**config.mk**
```make
export PLATFORM = sky130hd
export DESIGN_NAME = daylight_dimming_level_control_flat
export DESIGN_NICKNAME = d
export VERILOG_FILES = /design/src/ddlc_pkg.sv /design/src/ddlc_intf.sv /design/src/ddlc_serial_div.sv /design/src/ddlc_level_map.sv /design/src/daylight_dimming_level_control.sv /design/src/flat_wrapper.sv
export VERILOG_INCLUDE_DIRS = /design/src /design/src/src
export SDC_FILE = /design/constraint.sdc
export NUM_CORES = 1
export LEC_CHECK = 0
export BUFFER_PORTS_ARGS = -buffer_cell sky130_fd_sc_hd__buf_2
export CAP_MARGIN = 25
export CORE_ASPECT_RATIO = 1.75
export CORE_MARGIN = 2
export CORE_UTILIZATION = 45
export CTS_CLUSTER_SIZE = 25
export DETAILED_ROUTE_END_ITERATION = 10
export PLACE_DENSITY_LB_ADDON = 0.3
export SETUP_SLACK_MARGIN = 0.3
export SYNTH_ARGS = -nofsm -noshare
export SYNTH_HDL_FRONTEND = slang
export SYNTH_SLANG_ARGS = --single-unit
```
**constraint.sdc**
```tcl
create_clock -name clk_i -period 3.4 [get_ports clk_i]
set_input_delay 0.51 -clock clk_i [delete_from_list [all_inputs] [get_ports clk_i]]
set_output_delay 0.51 -clock clk_i [all_outputs]
set_load 0.005 [all_outputs]
```
**src/daylight_dimming_level_control_defines.svh**
```systemverilog
// ---------------------------------------------------------------------------
// Daylight dimming level control: assertion macros
// Shared concurrent assertion forms, clocked on clk_i and disabled in reset.
// ---------------------------------------------------------------------------
`ifndef DAYLIGHT_DIMMING_LEVEL_CONTROL_DEFINES_SVH
`define DAYLIGHT_DIMMING_LEVEL_CONTROL_DEFINES_SVH

// The consequent must hold in the same cycle as the antecedent.
`define DDLC_ASSERT_IMPL(lbl, ante, cons, msg) \
  lbl: assert property (@(posedge clk_i) disable iff (!rst_ni) (ante) |-> (cons)) \
    else $error(msg);

// The consequent must hold in the cycle after the antecedent.
`define DDLC_ASSERT_NEXT(lbl, ante, cons, msg) \
  lbl: assert property (@(posedge clk_i) disable iff (!rst_ni) (ante) |=> (cons)) \
    else $error(msg);

`endif

```
**src/ddlc_pkg.sv**
```systemverilog
// ---------------------------------------------------------------------------
// Daylight dimming level control: package
// Widths, codes and the types shared between the modules of the block.
// ---------------------------------------------------------------------------
package ddlc_pkg;

  localparam int unsigned LUX_W     = 16;
  localparam int unsigned LEVEL_W   = 7;
  localparam int unsigned BOARD_W   = 2;
  localparam int unsigned CFG_IDX_W = 3;
  localparam int unsigned PROD_W    = 23;
  localparam int unsigned CLAMP_W   = 8;
  localparam int unsigned SUM_W     = 10;
  localparam int unsigned ITER_W    = 5;

  localparam logic [ITER_W-1:0]  ITER_LAST   = ITER_W'(PROD_W - 1);
  localparam logic [LEVEL_W-1:0] LEVEL_FULL  = LEVEL_W'(100);
  localparam logic [LEVEL_W-1:0] LEVEL_MIN_ON = LEVEL_W'(10);
  localparam logic [LEVEL_W-1:0] LEVEL_OFF   = '0;

  localparam logic [LUX_W-1:0] FULL_SCALE_RESET = LUX_W'(600);

  typedef enum logic [BOARD_W-1:0] {
    BOARD_INTEGRATED = 2'd0,
    BOARD_TRIAC      = 2'd1,
    BOARD_OTHER      = 2'd2,
    BOARD_SPARE      = 2'd3
  } ddlc_board_e;

  typedef enum logic [CFG_IDX_W-1:0] {
    CFG_TARGET_LUX     = 3'd0,
    CFG_FULL_SCALE_LUX = 3'd1,
    CFG_AREA_MODE      = 3'd2,
    CFG_IN_AREA        = 3'd3,
    CFG_OUTPUT_PATH    = 3'd4,
    CFG_BOARD_KIND     = 3'd5,
    CFG_OCC_GATING     = 3'd6,
    CFG_EMERG_HOLD     = 3'd7
  } ddlc_cfg_idx_e;

  typedef struct packed {
    logic [LUX_W-1:0]   target_lux;
    logic [LUX_W-1:0]   full_scale_lux;
    logic               area_mode;
    logic               in_area;
    logic               output_path;
    logic [BOARD_W-1:0] board_kind;
    logic               occupancy_gating;
    logic               emergency_hold;
  } ddlc_cfg_t;

  typedef struct packed {
    logic opcode;
    logic occupied;
    logic override_flag;
    logic is_request;
  } ddlc_evt_t;

  typedef struct packed {
    logic               level_valid;
    logic [LEVEL_W-1:0] level;
    logic               switch_valid;
    logic               switch_on;
    logic               off_timer_start;
  } ddlc_res_t;

  typedef struct packed {
    logic busy;
    logic done;
  } ddlc_div_stat_t;

endpackage

```
**src/ddlc_intf.sv**
```systemverilog
// ---------------------------------------------------------------------------
// Daylight dimming level control: channel interfaces
// Valid/ready channels for sensor events and for issued control results.
// ---------------------------------------------------------------------------
interface ddlc_evt_if;
  logic                        valid;
  logic                        ready;
  logic                        opcode;
  logic                        occupied;
  logic [ddlc_pkg::LUX_W-1:0]  lux;
  logic                        override;
  logic                        is_request;

  modport source (output valid, output opcode, output occupied, output lux,
                  output override, output is_request, input ready);
  modport sink   (input valid, input opcode, input occupied, input lux,
                  input override, input is_request, output ready);
endinterface

interface ddlc_res_if;
  logic                          valid;
  logic                          ready;
  logic                          level_valid;
  logic [ddlc_pkg::LEVEL_W-1:0]  level;
  logic                          switch_valid;
  logic                          switch_on;
  logic                          off_timer_start;

  modport source (output valid, output level_valid, output level, output switch_valid,
                  output switch_on, output off_timer_start, input ready);
  modport sink   (input valid, input level_valid, input level, input switch_valid,
                  input switch_on, input off_timer_start, output ready);
endinterface

```
**src/ddlc_serial_div.sv**
```systemverilog
// ---------------------------------------------------------------------------
// Daylight dimming level control: bit-serial divider
// Scales the lux deficit by 100, then divides it by the full-scale value one
// quotient bit per cycle with a restoring shift-subtract step.
// ---------------------------------------------------------------------------
`include "daylight_dimming_level_control_defines.svh"

module ddlc_serial_div (
  input  logic                                clk_i,
  input  logic                                rst_ni,
  input  logic                                start_i,
  input  logic [ddlc_pkg::LUX_W-1:0]          mag_i,
  input  logic [ddlc_pkg::LUX_W-1:0]          den_i,
  output ddlc_pkg::ddlc_div_stat_t            stat_o,
  output logic [ddlc_pkg::PROD_W-1:0]         quot_o
);

  typedef enum logic [1:0] {
    D_IDLE,
    D_PREP,
    D_ITER,
    D_DONE
  } div_state_e;

  div_state_e                       state_q;
  logic [ddlc_pkg::ITER_W-1:0]      cnt_q;
  logic [ddlc_pkg::LUX_W-1:0]       mag_q;
  logic [ddlc_pkg::LUX_W-1:0]       den_q;
  logic [ddlc_pkg::LUX_W-1:0]       rem_q;
  logic [ddlc_pkg::PROD_W-1:0]      dvd_q;
  logic [ddlc_pkg::PROD_W-1:0]      prod;
  logic [ddlc_pkg::LUX_W:0]         trial;
  logic                             qbit;
  logic [ddlc_pkg::LUX_W:0]         trial_sub;

  assign prod = (ddlc_pkg::PROD_W'(mag_q) << 6) + (ddlc_pkg::PROD_W'(mag_q) << 5)
              + (ddlc_pkg::PROD_W'(mag_q) << 2);
  assign trial     = {rem_q, dvd_q[ddlc_pkg::PROD_W-1]};
  assign qbit      = (trial >= {1'b0, den_q});
  assign trial_sub = trial - {1'b0, den_q};

  always_ff @(posedge clk_i or negedge rst_ni) begin
    if (!rst_ni) begin
      state_q <= D_IDLE;
      cnt_q   <= '0;
    end else if (start_i) begin
      state_q <= D_PREP;
      cnt_q   <= '0;
    end else begin
      unique case (state_q)
        D_PREP: begin
          state_q <= D_ITER;
        end
        D_ITER: begin
          if (cnt_q == ddlc_pkg::ITER_LAST) begin
            state_q <= D_DONE;
          end
          cnt_q <= cnt_q + 1'b1;
        end
        D_IDLE, D_DONE: begin
          state_q <= state_q;
        end
      endcase
    end
  end

  always_ff @(posedge clk_i) begin
    if (start_i) begin
      mag_q <= mag_i;
      den_q <= (den_i == '0) ? ddlc_pkg::LUX_W'(1) : den_i;
    end else if (state_q == D_PREP) begin
      dvd_q <= prod;
      rem_q <= '0;
    end else if (state_q == D_ITER) begin
      rem_q <= qbit ? trial_sub[ddlc_pkg::LUX_W-1:0] : trial[ddlc_pkg::LUX_W-1:0];
      dvd_q <= {dvd_q[ddlc_pkg::PROD_W-2:0], qbit};
    end
  end

  assign stat_o.busy = (state_q == D_PREP) || (state_q == D_ITER);
  assign stat_o.done = (state_q == D_DONE);
  assign quot_o      = dvd_q;

  `DDLC_ASSERT_NEXT(a_start_clears_done, start_i, !stat_o.done && stat_o.busy, "divider did not restart")
  `DDLC_ASSERT_NEXT(a_done_holds, stat_o.done && !start_i, stat_o.done && $stable(quot_o), "divider result not held")

endmodule

```
**src/ddlc_level_map.sv**
```systemverilog
// ---------------------------------------------------------------------------
// Daylight dimming level control: level mapping and command decision
// Turns the signed quotient into a clamped dim level and derives the issued
// level, power-switch command, off-timer start and the stored level.
// ---------------------------------------------------------------------------
module ddlc_level_map (
  input  ddlc_pkg::ddlc_cfg_t              cfg_i,
  input  ddlc_pkg::ddlc_evt_t              evt_i,
  input  logic [ddlc_pkg::PROD_W-1:0]      quot_i,
  input  logic                             neg_i,
  input  logic [ddlc_pkg::LEVEL_W-1:0]     prev_i,
  output ddlc_pkg::ddlc_res_t              res_o,
  output logic                             prev_we_o,
  output logic [ddlc_pkg::LEVEL_W-1:0]     prev_o
);

  logic [ddlc_pkg::CLAMP_W-1:0]       qc;
  logic signed [ddlc_pkg::SUM_W-1:0]  sum;
  logic [ddlc_pkg::LEVEL_W-1:0]       lvl;
  logic [ddlc_pkg::LEVEL_W-1:0]       gated;
  logic                               active;
  logic                               grouped;
  logic                               lvl_on;
  logic                               is_integ;
  logic                               is_triac;

  assign qc = (|quot_i[ddlc_pkg::PROD_W-1:ddlc_pkg::CLAMP_W]) ? '1
                                                               : quot_i[ddlc_pkg::CLAMP_W-1:0];
  assign sum = neg_i ? $signed(ddlc_pkg::SUM_W'(prev_i)) - $signed(ddlc_pkg::SUM_W'(qc))
                     : $signed(ddlc_pkg::SUM_W'(prev_i)) + $signed(ddlc_pkg::SUM_W'(qc));

  always_comb begin
    if (sum <= $signed(ddlc_pkg::SUM_W'(ddlc_pkg::LEVEL_MIN_ON))) begin
      lvl = ddlc_pkg::LEVEL_OFF;
    end else if (sum > $signed(ddlc_pkg::SUM_W'(ddlc_pkg::LEVEL_FULL))) begin
      lvl = ddlc_pkg::LEVEL_FULL;
    end else begin
      lvl = sum[ddlc_pkg::LEVEL_W-1:0];
    end
  end

  assign active   = !evt_i.is_request && !evt_i.override_flag;
  assign grouped  = cfg_i.area_mode && cfg_i.in_area && evt_i.occupied;
  assign lvl_on   = (lvl != ddlc_pkg::LEVEL_OFF);
  assign gated    = evt_i.occupied ? lvl : ddlc_pkg::LEVEL_OFF;
  assign is_integ = (cfg_i.board_kind == ddlc_pkg::BOARD_INTEGRATED);
  assign is_triac = (cfg_i.board_kind == ddlc_pkg::BOARD_TRIAC);

  always_comb begin
    res_o     = '0;
    prev_we_o = 1'b0;
    prev_o    = lvl;
    if (!evt_i.opcode && active) begin
      if (!cfg_i.output_path) begin
        if (is_integ) begin
          if (cfg_i.area_mode) begin
            if (grouped) begin
              res_o.switch_valid = 1'b1;
              res_o.switch_on    = 1'b1;
            end
          end else begin
            if (evt_i.occupied && lvl_on) begin
              res_o.switch_valid = 1'b1;
              res_o.switch_on    = 1'b1;
            end
            res_o.off_timer_start = !cfg_i.emergency_hold && !evt_i.occupied;
          end
        end
        if (cfg_i.area_mode) begin
          if (grouped) begin
            res_o.level_valid = 1'b1;
            res_o.level       = ddlc_pkg::LEVEL_FULL;
          end
        end else begin
          res_o.level_valid = 1'b1;
          res_o.level       = gated;
          prev_we_o         = 1'b1;
          prev_o            = gated;
        end
      end else begin
        if (cfg_i.area_mode) begin
          if (grouped) begin
            res_o.level_valid = 1'b1;
            res_o.level       = ddlc_pkg::LEVEL_FULL;
            prev_we_o         = 1'b1;
          end
        end else begin
          res_o.level_valid = 1'b1;
          res_o.level       = gated;
          prev_we_o         = 1'b1;
          prev_o            = gated;
        end
      end
      if (is_triac) begin
        res_o.switch_valid = 1'b1;
        res_o.switch_on    = evt_i.occupied && lvl_on;
      end
    end else if (evt_i.opcode && active && cfg_i.occupancy_gating && evt_i.occupied) begin
      if (is_triac) begin
        res_o.switch_valid = 1'b1;
        res_o.switch_on    = lvl_on;
      end
      if (!cfg_i.area_mode) begin
        res_o.level_valid = 1'b1;
        res_o.level       = lvl;
        prev_we_o         = 1'b1;
        if (!cfg_i.output_path && is_integ) begin
          res_o.switch_valid = 1'b1;
          res_o.switch_on    = lvl_on;
        end
      end
    end
  end

endmodule

```
**src/daylight_dimming_level_control.sv**
```systemverilog
// An accepted event runs through the bit-serial divider: a set-up step for the
// scaling by 100, then one quotient bit per cycle for 23 bits. Its result is then
// registered once the output register is free; no new event is taken until then.
// A waiting result sits in the output register and does not block the next event.
// Reset (rst_ni low, asynchronous): control and configuration registers take their
// reset values, the stored level clears to zero and no result is pending.
// ---------------------------------------------------------------------------
// Daylight dimming level control: top level
// Holds configuration and the stored level, sequences the serial divider and
// registers each result transaction for the downstream side.
// ---------------------------------------------------------------------------
`include "daylight_dimming_level_control_defines.svh"

module daylight_dimming_level_control (
  input  logic                                clk_i,
  input  logic                                rst_ni,
  input  logic                                cfg_we_i,
  input  logic [ddlc_pkg::CFG_IDX_W-1:0]      cfg_idx_i,
  input  logic [ddlc_pkg::LUX_W-1:0]          cfg_data_i,
  ddlc_evt_if.sink                            evt_i,
  ddlc_res_if.source                          res_o
);

  typedef enum logic {
    S_IDLE,
    S_RUN
  } ctl_state_e;

  ctl_state_e                        state_q;
  ddlc_pkg::ddlc_cfg_t               cfg_q;
  ddlc_pkg::ddlc_evt_t               evt_q;
  logic                              neg_q;
  logic [ddlc_pkg::LEVEL_W-1:0]      prev_q;
  logic                              out_valid_q;
  ddlc_pkg::ddlc_res_t               out_q;

  logic                              accept;
  logic                              commit;
  logic [ddlc_pkg::LUX_W-1:0]        mag;
  logic                              lux_above;
  ddlc_pkg::ddlc_div_stat_t          div_stat;
  logic [ddlc_pkg::PROD_W-1:0]       quot;
  ddlc_pkg::ddlc_res_t               res_d;
  logic                              prev_we;
  logic [ddlc_pkg::LEVEL_W-1:0]      prev_d;

  assign evt_i.ready = (state_q == S_IDLE);
  assign accept      = evt_i.valid && evt_i.ready;
  assign commit      = (state_q == S_RUN) && div_stat.done && (!out_valid_q || res_o.ready);

  assign lux_above = (evt_i.lux > cfg_q.target_lux);
  assign mag       = lux_above ? (evt_i.lux - cfg_q.target_lux) : (cfg_q.target_lux - evt_i.lux);

  always_ff @(posedge clk_i or negedge rst_ni) begin
    if (!rst_ni) begin
      cfg_q.target_lux       <= '0;
      cfg_q.full_scale_lux   <= ddlc_pkg::FULL_SCALE_RESET;
      cfg_q.area_mode        <= 1'b0;
      cfg_q.in_area          <= 1'b0;
      cfg_q.output_path      <= 1'b0;
      cfg_q.board_kind       <= ddlc_pkg::BOARD_INTEGRATED;
      cfg_q.occupancy_gating <= 1'b1;
      cfg_q.emergency_hold   <= 1'b0;
    end else if (cfg_we_i) begin
      unique case (ddlc_pkg::ddlc_cfg_idx_e'(cfg_idx_i))
        ddlc_pkg::CFG_TARGET_LUX:     cfg_q.target_lux       <= cfg_data_i;
        ddlc_pkg::CFG_FULL_SCALE_LUX: cfg_q.full_scale_lux   <= cfg_data_i;
        ddlc_pkg::CFG_AREA_MODE:      cfg_q.area_mode        <= cfg_data_i[0];
        ddlc_pkg::CFG_IN_AREA:        cfg_q.in_area          <= cfg_data_i[0];
        ddlc_pkg::CFG_OUTPUT_PATH:    cfg_q.output_path      <= cfg_data_i[0];
        ddlc_pkg::CFG_BOARD_KIND:     cfg_q.board_kind       <= cfg_data_i[ddlc_pkg::BOARD_W-1:0];
        ddlc_pkg::CFG_OCC_GATING:     cfg_q.occupancy_gating <= cfg_data_i[0];
        ddlc_pkg::CFG_EMERG_HOLD:     cfg_q.emergency_hold   <= cfg_data_i[0];
      endcase
    end
  end

  always_ff @(posedge clk_i or negedge rst_ni) begin
    if (!rst_ni) begin
      state_q     <= S_IDLE;
      prev_q      <= '0;
      out_valid_q <= 1'b0;
    end else begin
      unique case (state_q)
        S_IDLE: begin
          if (accept) begin
            state_q <= S_RUN;
          end
        end
        S_RUN: begin
          if (commit) begin
            state_q <= S_IDLE;
          end
        end
      endcase
      if (commit) begin
        out_valid_q <= 1'b1;
        if (prev_we) begin
          prev_q <= prev_d;
        end
      end else if (res_o.ready) begin
        out_valid_q <= 1'b0;
      end
    end
  end

  always_ff @(posedge clk_i) begin
    if (accept) begin
      evt_q.opcode        <= evt_i.opcode;
      evt_q.occupied      <= evt_i.occupied;
      evt_q.override_flag <= evt_i.override;
      evt_q.is_request    <= evt_i.is_request;
      neg_q               <= lux_above;
    end
    if (commit) begin
      out_q <= res_d;
    end
  end

  ddlc_serial_div u_div (
    .clk_i   (clk_i),
    .rst_ni  (rst_ni),
    .start_i (accept),
    .mag_i   (mag),
    .den_i   (cfg_q.full_scale_lux),
    .stat_o  (div_stat),
    .quot_o  (quot)
  );

  ddlc_level_map u_map (
    .cfg_i     (cfg_q),
    .evt_i     (evt_q),
    .quot_i    (quot),
    .neg_i     (neg_q),
    .prev_i    (prev_q),
    .res_o     (res_d),
    .prev_we_o (prev_we),
    .prev_o    (prev_d)
  );

  assign res_o.valid           = out_valid_q;
  assign res_o.level_valid     = out_q.level_valid;
  assign res_o.level           = out_q.level;
  assign res_o.switch_valid    = out_q.switch_valid;
  assign res_o.switch_on       = out_q.switch_on;
  assign res_o.off_timer_start = out_q.off_timer_start;

  `DDLC_ASSERT_NEXT(a_one_event_in_flight, accept, !evt_i.ready, "second event accepted while busy")
  `DDLC_ASSERT_IMPL(a_commit_slot_free, commit, !out_valid_q || res_o.ready, "result overwritten before transfer")
  `DDLC_ASSERT_IMPL(a_level_range, res_o.valid, (res_o.level == ddlc_pkg::LEVEL_OFF) || ((res_o.level > ddlc_pkg::LEVEL_MIN_ON) && (res_o.level <= ddlc_pkg::LEVEL_FULL)), "issued level out of range")
  `DDLC_ASSERT_IMPL(a_switch_on_needs_valid, res_o.valid && res_o.switch_on, res_o.switch_valid, "switch on without a switch command")

endmodule

```
**src/flat_wrapper.sv**
```systemverilog
// flat-port wrapper written by rule: the top's interface ports become plain ports
module daylight_dimming_level_control_flat 
  (clk_i, rst_ni, cfg_we_i, cfg_idx_i, cfg_data_i, evt_i_valid, evt_i_opcode, evt_i_occupied, evt_i_lux, evt_i_override, evt_i_is_request, evt_i_ready, res_o_valid, res_o_level_valid, res_o_level, res_o_switch_valid, res_o_switch_on, res_o_off_timer_start, res_o_ready);
  ddlc_evt_if evt_i_i ();
  ddlc_res_if res_o_i ();
  input  logic clk_i;
  input  logic rst_ni;
  input  logic cfg_we_i;
  input  logic [ddlc_pkg::CFG_IDX_W-1:0] cfg_idx_i;
  input  logic [ddlc_pkg::LUX_W-1:0] cfg_data_i;
  input wire logic [$bits(evt_i_i.valid)-1:0] evt_i_valid;
  input wire logic [$bits(evt_i_i.opcode)-1:0] evt_i_opcode;
  input wire logic [$bits(evt_i_i.occupied)-1:0] evt_i_occupied;
  input wire logic [$bits(evt_i_i.lux)-1:0] evt_i_lux;
  input wire logic [$bits(evt_i_i.override)-1:0] evt_i_override;
  input wire logic [$bits(evt_i_i.is_request)-1:0] evt_i_is_request;
  output wire logic [$bits(evt_i_i.ready)-1:0] evt_i_ready;
  output wire logic [$bits(res_o_i.valid)-1:0] res_o_valid;
  output wire logic [$bits(res_o_i.level_valid)-1:0] res_o_level_valid;
  output wire logic [$bits(res_o_i.level)-1:0] res_o_level;
  output wire logic [$bits(res_o_i.switch_valid)-1:0] res_o_switch_valid;
  output wire logic [$bits(res_o_i.switch_on)-1:0] res_o_switch_on;
  output wire logic [$bits(res_o_i.off_timer_start)-1:0] res_o_off_timer_start;
  input wire logic [$bits(res_o_i.ready)-1:0] res_o_ready;
  assign evt_i_i.valid = evt_i_valid;
  assign evt_i_i.opcode = evt_i_opcode;
  assign evt_i_i.occupied = evt_i_occupied;
  assign evt_i_i.lux = evt_i_lux;
  assign evt_i_i.override = evt_i_override;
  assign evt_i_i.is_request = evt_i_is_request;
  assign evt_i_ready = evt_i_i.ready;
  assign res_o_valid = res_o_i.valid;
  assign res_o_level_valid = res_o_i.level_valid;
  assign res_o_level = res_o_i.level;
  assign res_o_switch_valid = res_o_i.switch_valid;
  assign res_o_switch_on = res_o_i.switch_on;
  assign res_o_off_timer_start = res_o_i.off_timer_start;
  assign res_o_i.ready = res_o_ready;
  daylight_dimming_level_control u_core (.clk_i(clk_i), .rst_ni(rst_ni), .cfg_we_i(cfg_we_i), .cfg_idx_i(cfg_idx_i), .cfg_data_i(cfg_data_i), .evt_i(evt_i_i), .res_o(res_o_i));
endmodule
```
# After elaboration in Yosys (flattened, before gate mapping)
# Cells that the tools add are included.
totals:
  wordCells: 142
  regBits: 142
  input_bits: 44
  output_inout_bits: 13
classes:
  n_reduce_logical: 43
  bitwise: 4
  addsub: 8
  order_cmp: 4
  n_eq_ne: 14
  muxes: 42
ops:
  columns: ["cell", "n"]
  rows:
  - ["16-bit 2-to-1 mux", 3]
  - ["16-bit subtractor", 3]
  - ["23-bit 2-to-1 mux", 2]
  - ["10-bit 2-to-1 mux", 4]
  - ["7-bit 2-to-1 mux", 5]
  - ["8-bit 2-to-1 mux", 3]
  - ["22-bit by 21-bit adder with 23-bit output", 1]
  - ["23-bit by 18-bit adder with 23-bit output", 1]
  - ["2-bit AND reduction", 11]
  - ["17-bit by 16-bit greater-or-equal comparator with 1-bit output", 1]
  - ["16-bit > comparator", 1]
  - ["16-bit logical NOT", 1]
  - ["2-bit 2-to-1 mux", 8]
  - ["15-bit OR reduction", 1]
  - ["1-bit logical AND", 13]
  - ["3-bit == test (second input constant)", 4]
  - ["1-bit 2-to-1 mux", 11]
  - ["10-bit by 8-bit > comparator with 1-bit output (second input constant)", 1]
  - ["10-bit by 5-bit less-or-equal comparator with 1-bit output (second input constant)", 1]
  - ["5-bit 2-to-1 mux", 2]
  - ["7-bit by 8-bit adder with 9-bit output", 1]
  - ["7-bit by 8-bit subtractor with 9-bit output", 1]
  - ["1-bit logical NOT", 7]
  - ["7-bit nonzero test", 1]
  - ["other kinds (18)", 28]

# Depth between registers and ports, before layout
# Gate-level depths: netlist (run 1).
logic_depth:
  ltp_word: 15
  ltp_mapped: 15
  mapped_depth_nobuf: 15

# Hierarchy
# From an unflattened synthesis (run 1), not the netlist that was laid out.
unflattened:
  cells_unflattened: 1024
  area_unflattened_um2: 10467.5
by_module_without_submodules:
  columns: ["module", "area_per_inst_um2", "seq_area_each_um2", "n_inst", "cells_each"]
  rows:
  - ["ddlc_serial_div", 5322.6, 2307.2, 1, 469]
  - ["daylight_dimming_level_control", 3948.8, 1687.9, 1, 388]
  - ["ddlc_level_map", 1196.1, 0.0, 1, 167]

# Least setup slack after synthesis (run 1)
# Ideal clock, no wire load.
synth_timing:
  path_type: "input to register"
  startpoint: "input evt_i_valid"
  endpoint: "register u_core.u_div.dvd_q, in the netlist u_core.u_div.quot_o[0], enable pin"
  setup_ns: 0.435
  t_arrival_ns: 3.191
  required_time_ns: 2.965
  path_buffers: 1
  stages: 3
  slack_ns: -0.226
  cell_sequence: "nor2b_1 > clkbuf_1 > nor2_1"
synth_between:
  elab_chain_cells: 3
synth_rtl:
  columns: ["element", "line_no", "source"]
  rows:
  - ["start: declaration", "flat_wrapper.sv:11", "input wire logic [$bits(evt_i_i.valid)-1:0] evt_i_valid;"]
  - ["1-bit logical AND", "daylight_dimming_level_control.sv:48", "assign accept = evt_i.valid && evt_i.ready;"]
  - ["net u_core.accept", "daylight_dimming_level_control.sv:37", "logic accept;"]
  - ["1-bit NOT (no line)", null, null]
  - ["2-bit AND reduction (no line)", null, null]
  - ["end signal: assignment", "ddlc_serial_div.sv:72", "dvd_q <= prod;"]
  - ["end signal: assignment", "ddlc_serial_div.sv:76", "dvd_q <= {dvd_q[ddlc_pkg::PROD_W-2:0], qbit};"]
  - ["end: declaration", "ddlc_serial_div.sv:30", "logic [ddlc_pkg::PROD_W-1:0] dvd_q;"]
# The timed path passes the listed nets, and every way through them passes these cells.
# A chain may end at the register's enable or synchronous reset.

==> results of run 1 <==
area by class of cell:
type                    count  area [um^2]  share of cell area, %
multi-input cells         663         5866                  48.27
repair buffers            151         1025                  8.432
clock buffers              19        432.9                  3.562
clock inverters            13        115.1                 0.9472
well taps                 292        365.4                  3.006
flip-flops and latches    142         3995                  32.87
inverters                  93        354.1                  2.914
kinds of logic (layout without fill, tap and decap cells):
family	after synthesis	in the layout	share of synthesized area [%]
AOI/OAI and AO/OA	196	196	13.64
xor gates and xnor gates	47	47	4.202
adders and majority gates	105	105	14.79
buffers and inverters	136	276	5.543
DFF	142	142	40.78
muxes	76	76	8.443
and+or+nand+nor	239	239	12.59
worst max-delay path by stage:
stage | startpoint | to | slack, ns | cells past startpoint
after floorplan | u_core.u_div.quot_o[18] | u_core.res_o.level[2] | 0.11 | 15
after global placement | u_core.u_div.quot_o[18] | u_core.res_o.level[6] | -0.34 | 15
after detailed placement | u_core.u_div.quot_o[18] | u_core.prev_q[2] | -0.42 | 14
after CTS | u_core.u_div.quot_o[21] | u_core.res_o.level[2] | -0.27 | 13
after global routing | u_core.u_div.quot_o[18] | u_core.res_o.level[2] | -0.43 | 15
final | u_core.u_div.quot_o[18] | u_core.res_o.level[4] | -0.27 | 15
stage by stage:
stage | power [uW] | setup WS [ns] | hold WS, ns | setup TNS, ns
after floorplan | 7441 | 0.1083 | 0.2144 | 0
after global placement | 8852 | -0.3416 | 0.4672 | -4.070
after detailed placement | 8945 | -0.4153 | 0.4720 | -5.231
after CTS | 11230 | -0.2687 | 0.2104 | -2.863
after global routing | 12680 | -0.4319 | 0.2445 | -5.600
final | 11770 | -0.2707 | 0.1840 | -3.157
layer usage:
| metal | GRT usage [%] | routed length (um) | up-vias |
|---|---|---|---|
| li1 | - | - | 3611 |
| met4 | 7.943 | 578 | 0 |
| met3 | 3.094 | 607 | 40 |
| met5 | 0 | 0 | - |
| met2 | 38.75 | 12500 | 148 |
| met1 | 21.46 | 8673 | 3634 |
sequential cells by signal (all words and copies together) (netlist names):
name	count
u_core.cfg_q	39
u_core.u_div.quot_o	23
u_core.u_div.den_q	16
u_core.u_div.mag_q	16
u_core.u_div.rem_q	16
u_core.prev_q	7
u_core.res_o.level	7
u_core.u_div.cnt_q	5
u_core.evt_q	4
u_core.u_div.state_q	2
u_core.neg_q	1
u_core.res_o.level_valid	1
u_core.res_o.off_timer_start	1
u_core.res_o.switch_on	1
u_core.res_o.switch_valid	1
u_core.res_o.valid	1
u_core.state_q	1
worst reg2reg max path: stages, from the launching register on:
cell and delay [ns]:
edfxtp_1 0.43, nor4_4 0.32, nand4_1 0.22, or2_4 0.30, ha_2 0.18, inv_1 0.06
fa_1 0.16, inv_1 0.07, a21oi_2 0.14, o21bai_2 0.10, a21o_4 0.27, a211oi_4 0.28
a22oi_2 0.13, a311oi_2 0.44, nor3_4 0.11, and4b_1 0.22
power groups by stage:
stage	Sequential, uW	Clock, uW	Combinational (uW)
6_report	3240	1750	6780
5_1_grt	3320	1860	7500
4_1_cts	3220	1790	6220
3_5_place_dp	3230	0	5710
3_3_place_gp	3210	0	5640
2_1_floorplan	3090	0	4350
what timing repair did:
item                                    in CTS  in global routing
endpoints found under the setup margin      41                 29
pin swaps                                   44                 44
hold buffers                                 0                  0
setup buffers                               17                 16
gates resized for setup                     45                 52
placed cells by master, fill, tap and decap left out, types with 5 or more instances in the layout:
cell       synthesis  routed
xnor2_1           34      33
buf_6              1       5
dfstp_2            5       5
buf_4              4      89
mux2i_1           28      25
nand2_1           54      54
fa_1              18      13
a21oi_2            1       9
nand3_1           10       9
dfrtp_1           50      50
o21ai_2            1       7
ha_1              87      72
or2_2             11       8
nor4_1            11       7
a211oi_1           7       6
a31oi_1           10       7
a21o_1            18      17
mux2_4             1       7
o211ai_1           5       5
nor3_1            25      18
o21bai_1          10       8
inv_1             92      88
buf_2              5      56
nor2b_1           11       8
o21ai_0           33      28
clkbuf_16          0      17
fa_2               0       5
and2_1             6       6
or3_1              8       7
mux2_2            45      40
o21a_1            10      10
xor2_1            13      12
nor2_1            58      57
edfxtp_1          87      87
nand2b_1          13      13
ha_4               0      12
o21ai_1            9       8
a21oi_1           43      34
nor3_2             0       6
nand4_1           11      11
==> Flow_metrics.wiki, run 1 <==
{| class="wikitable"
! Metric !! Value
|-
| Number of warnings printed during yosys synthesis || 0
|-
| Proportion of netlist area held by the largest area contributor || 26.67%
|-
| Hold Path Class || in2async
|-
| Post-Place Cell Area || 10840 um^2
|-
| Post-DRT Antenna Nets || 0
|-
| CTS max path bufs || 2
|-
| Worst R2R Start || u_core.u_div.quot_o[18]
|-
| Post-synthesis cell count || 941
|-
| Chip Height || 199.2 um
|-
| Reg2Reg Depth || 15
|-
| Highest net fanout along the worst path || 8
|-
| Setup clock skew after layout || 0.01278 ns
|-
| Clock tree from TritonCTS || yes
|-
| Mean post-synth cell area || 10.41 um^2
|-
| Worst EP arrival || 3.85 ns
|-
| Count of distinct cell types in the synthesized netlist || 79
|-
| Final HPWL DP || 16.64 mm
|-
| Violated checks || setup timing
|-
| Global-route wire length before repair || 36.20 mm
|-
| Number of top-level pins || 57
|-
| Number of antenna violations at the first check in global routing || 0
|-
| Clock transition time at the flip-flop clock pins of the worst setup and hold paths || 0.06 ns
|-
| Total GRT Usage || 20.16%
|-
| Final-report hold violation count || 0
|-
| Max H-tree Level || 4
|-
| Reg2Reg Capture Point || u_core.res_o.level[4]
|-
| Post-Route WL || 22.36 mm
|-
| Net count after synthesis || 1090
|-
| Type of destination of the critical path || register
|-
| Die boundary width || 115.5 um
|-
| Maximum number of pins on one net before global-route repair || 45
|-
| Power per Cell Area || 968.4 nW/um^2
|-
| Commonest cells in the synthesized netlist || inv_1, edfxtp_1, ha_1
|-
| Final antenna diode count || 0
|-
| Worst-case headroom to the max-slew limit || 32.91%
|-
| Master cell of the clock root buffer || clkbuf_16
|-
| DRT iter0 DRCs || 393
|-
| Status || finished, violations left
|-
| Worst EP required || 3.58 ns
|-
| Share of layout cells above drive strength 1 || 31.17%
|-
| Top delay family on crit path || compound AO/OA/AOI/OAI gates
|-
| Worst R2R Setup Slack || -0.27 ns
|-
| Stage delay of the slowest cell on the critical path || 0.44 ns
|-
| Share of the cycle needed by the critical path after routing || 108.0%
|-
| Final Critical Period || 3.671 ns
|-
| Final cell count without fillers || 1373
|-
| Most area-hungry cell type in the Yosys netlist || edfxtp_1
|-
| Net switching share of the total power || 39.47%
|-
| Synth-to-Final Area Change || 24.06%
|-
| Setup repair after global routing missed its margin || yes
|-
| Ordered list of cells on the worst path || nor4_4, nand4_1, or2_4, ha_2, inv_1, fa_1, inv_1, a21oi_2, o21bai_2, a21o_4, a211oi_4, a22oi_2, a311oi_2, nor3_4, and4b_1
|-
| Non-Filler Cell Area, Final || 12150 um^2
|-
| Pre-Repair DR Iteration Count || 6
|-
| # placed instances || 1308
|-
| Switching power summed over all nets || 4645 uW
|-
| Seq cells post-synth || 142
|-
| Max-capacitance violation count || 0
|-
| Final Net Count || 1217
|-
| Number of enable-type register cells in the synthesized netlist || 87
|-
| Fill count || 1824
|-
| Post-Synthesis Cell Area || 9796 um^2
|-
| FMAX || 272.4 MHz
|-
| Part of the power in the clock network || 14.9%
|-
| Cell Rows || 71
|-
| Placeable core region || 21410 um^2
|-
| Number of global-route vias before repair || 7644
|-
| Total DRC errors in the routed layout || 0
|-
| Sequential fraction of design power || 27.5%
|-
| Detail-routed via count per cell || 5.414
|-
| Most used flip-flop cell after synthesis || edfxtp_1
|-
| DIE AREA || 23010 um^2
|-
| Final Max Tran Viols || 0
|-
| Number of buffers inserted by port buffering || 56
|-
| Leakage Power || 0.005238 uW
|-
| Top cells by area in the synthesized netlist || edfxtp_1, dfrtp_1, ha_1
|-
| Slowest cell on the critical path || a311oi_2
|-
| Power Internal || 7124 uW
|-
| Total clock sinks || 142
|-
| Worst Max-Slew Pin Slew || 0.9987 ns
|-
| Top-count cell post-synth || inv_1
|-
| Total buffers and inverters traversed by the critical path || 2
|-
| Skew-Pair Late Insertion Delay || 0.43 ns
|-
| Async SR Flop Fraction || 38.73%
|-
| IR drop worst, VDD || 0.4670 mV
|-
| Portion of the post-synthesis area used by sequential elements || 40.78%
|-
| Critical path class || reg2reg
|-
| GR Overflow Total || 0
|-
| Worst Slack Setup Final || -0.2707 ns
|-
| CTS Buf Count || 17
|-
| Number of vias after detailed routing || 7433
|-
| Final weighted congestion in routability-driven placement || 0.8692
|-
| Power share of the combinational group || 57.6%
|-
| Effective utilization at floorplan || 45.75%
|-
| Final setup fails || 16
|-
| Post-route core utilization || 56.76%
|-
| Cell type with the highest occurrence count on the critical path || inv_1
|-
| Wire length per cell || 16.29 um
|-
| Type of element launching the critical path || register
|}
No activity file was read; power rests on OpenSTA's default activity.
==> run 2, diff against run 1 <==
==> constraint.sdc (replaced) <==
create_clock -name clk_i -period 3.5 [get_ports clk_i]
set_input_delay 0.525 -clock clk_i [delete_from_list [all_inputs] [get_ports clk_i]]
set_output_delay 0.525 -clock clk_i [all_outputs]
set_load 0.005 [all_outputs]
==> Flow_metrics.wiki, run 2 (synthesis gave the netlist of run 1 again) <==
{| class="wikitable"
! Metric !! Value
|-
| Power per Cell Area || 958.3 nW/um^2 (-1.0%)
|-
| Total chip power || 11560 uW (-1.8%)
|-
| Number of top-level pins || 57 (unchanged)
|-
| Final cell count without fillers || 1370 (-0.22%)
|-
| Pre-Repair DR Iteration Count || 5 (-1)
|-
| Setup_tns || -1.530 ns (+1.627 ns)
|-
| Final Net Count || 1214 (-0.25%)
|-
| Hold Path Class || in2reg
|-
| Highest net fanout along the worst path || 4 (-4)
|-
| Final setup fails || 15 (-1)
|-
| Footprint of the flip-flops and latches || 3995 um^2 (unchanged)
|-
| FMAX || 274.8 MHz (+0.87%)
|-
| Type of destination of the critical path || register
|-
| Cell Rows || 71 (unchanged)
|-
| Clock transition time at the flip-flop clock pins of the worst setup and hold paths || 0.06 ns (about the same)
|-
| Post-route core utilization || 56.34% (-0.42 points)
|-
| Maximum number of pins on one net before global-route repair || 45 (unchanged)
|-
| Detail-routed via count per cell || 5.362 (-0.95%)
|-
| Max H-tree Level || 4 (unchanged)
|-
| Final Critical Period || 3.639 ns (-0.03181 ns)
|-
| Clock tree from TritonCTS || yes
|-
| Wire length per cell || 15.77 um (-3.2%)
|-
| Highest-count cells in the layout ignoring fill and taps || inv_1, edfxtp_1, buf_4, ha_1
|-
| Worst Slack Setup Final || -0.1389 ns (+0.1318 ns)
|-
| # placed instances || 1298 (-0.76%)
|-
| Global-route wire length before repair || 35.57 mm (-1.7%)
|-
| Type of element launching the critical path || register
|-
| Share of the cycle needed by the critical path after routing || 104.0% (-4.0 points)
|-
| Critical path class || reg2reg
|-
| Master cell of the clock root buffer || clkbuf_16
|-
| Final-report hold violation count || 0 (unchanged)
|-
| Worst EP required || 3.67 ns (+0.09 ns)
|-
| Violated checks || setup timing
|-
| Final HPWL DP || 16.21 mm (-2.6%)
|-
| Number of vias after detailed routing || 7346 (-1.2%)
|-
| Setup repair after global routing missed its margin || yes
|-
| Number of buffers inserted by port buffering || 56 (unchanged)
|-
| Number of global-route vias before repair || 7653 (+0.12%)
|-
| Total DRC errors in the routed layout || 0 (unchanged)
|-
| Fill count || 1826 (+0.11%)
|-
| Max-capacitance violation count || 0 (unchanged)
|-
| Synth-to-Final Area Change || 23.14%
|-
| Post-DRT Antenna Nets || 0 (unchanged)
|-
| Leakage Power || 0.005252 uW (+0.26%)
|-
| Worst Max-Slew Pin Slew || 1.005 ns (+0.006252 ns)
|-
| Final antenna diode count || 0 (unchanged)
|-
| Share of layout cells above drive strength 1 || 29.68% (-1.5 points)
|-
| CTS Buf Count || 17 (unchanged)
|-
| Total GRT Usage || 19.68% (-0.48 points)
|-
| Largest Register || u_core.cfg_q
|-
| DRT iter0 DRCs || 316 (-20%)
|-
| Flip-flop count of the largest register, all copies and words added || 39 (unchanged)
|-
| Die boundary width || 115.5 um (unchanged)
|-
| Final weighted congestion in routability-driven placement || 0.8640 (-0.60%)
|-
| Placeable core region || 21410 um^2 (unchanged)
|-
| IR drop worst, VDD || 0.4107 mV (-12%)
|-
| Status || finished, violations left
|-
| CTS max path bufs || 2 (unchanged)
|-
| Chip Height || 199.2 um (unchanged)
|-
| Post-Route WL || 21.60 mm (-3.4%)
|-
| Skew-Pair Late Insertion Delay || 0.43 ns (about the same)
|-
| GR Overflow Total || 0 (unchanged)
|-
| Effective utilization at floorplan || 45.75% (unchanged)
|-
| DIE AREA || 23010 um^2 (unchanged)
|-
| Worst EP arrival || 3.81 ns (-0.04 ns)
|-
| Area occupied by multi-input gates || 5700 um^2 (-2.8%)
|-
| Total clock sinks || 142 (unchanged)
|-
| Setup clock skew after layout || 0.008425 ns (-0.004359 ns)
|-
| Number of antenna violations at the first check in global routing || 0 (unchanged)
|-
| Worst-case headroom to the max-slew limit || 32.49% (-0.42 points)
|-
| Final Max Tran Viols || 0 (unchanged)
|}
==> run 2: changes by cell type in the layout (fill, tap and decap cells not counted), sizes merged <==
cell         previous run  this run
buf                   151       147
bufinv                  1         0
clkbuf                 19        23
clkinv                  6         2
clkinvlp                2         0
dlygate4sd3             0         1
inv                    97       100
==> run 2: power by group <==
group	leakage, uW	switching, uW	total (uW)	internal (uW)
Combinational	0.00344	3330	6550	3230
Sequential	0.00150	428	3130	2700
Clock	0.000317	742	1880	1140
==> run 2: layer usage <==
layer / global-route usage (%) / share of wire [%]
met1: 21.14 / 40
met2: 37.04 / 55
met3: 3.276 / 2.4
met4: 8.568 / 2.7
met5: 0 / 0
==> run 2: worst max-delay path, stage by stage, from the launching register on <==
cell	delay, ns
edfxtp_1	0.42
nor4_4	0.31
nand4_1	0.14
buf_6	0.16
or2_4	0.25
ha_4	0.17
fa_2	0.34
o21bai_1	0.15
a21oi_1	0.11
o21bai_1	0.18
a21oi_2	0.11
xor2_2	0.19
a22oi_2	0.26
o2111ai_4	0.20
o21ai_2	0.20
buf_4	0.14
o21ai_1	0.05
==> run 2: final timing paths <==
path | from | to | slack [ns] | depth (start not counted)
max | u_core.u_div.quot_o[22] | u_core.res_o.switch_valid | -0.14 | 16
min | evt_i_occupied | u_core.evt_q[2] | 0.27 | 1
max reg2reg | u_core.u_div.quot_o[22] | u_core.res_o.switch_valid | -0.14 | 16
min reg2reg | u_core.cfg_q[17] | u_core.u_div.den_q[10] | 0.49 | 0
max in group asynchronous | rst_ni | u_core.cfg_q[1] | 2.32 | 4
min in group asynchronous | rst_ni | u_core.prev_q[5] | 0.43 | 2
==> run 2: through the flow <==
| step | instance area (um^2) | worst slack, ns | hold slack [ns] |
|---|---|---|---|
| after floorplan | 9872 | 0.1854 | 0.2294 |
| after global routing | 12060 | -0.3004 | 0.2549 |
| after global placement | 10730 | -0.2196 | 0.4635 |
| after detailed placement | 10750 | -0.3388 | 0.4759 |
| final | 12060 | -0.1389 | 0.2685 |
| after CTS | 11700 | -0.1427 | 0.2499 |
==> run 2: repair_timing <==
action / in CTS / in global routing
buffers inserted: 20 / 18
resized for setup: 39 / 39
hold endpoints to repair: 0 / 2
setup endpoints to repair: 22 / 33
hold buffers: 0 / 1
pin swaps: 31 / 27
==> run 2: area by class of cell <==
class	instances	share of cell area, %
flip-flops and latches	142	33.12
multi-input cells	663	47.26
clock buffers	23	4.605
repair buffers	148	8.422
well taps	292	3.029
clock inverters	9	0.6327
inverters	93	2.935
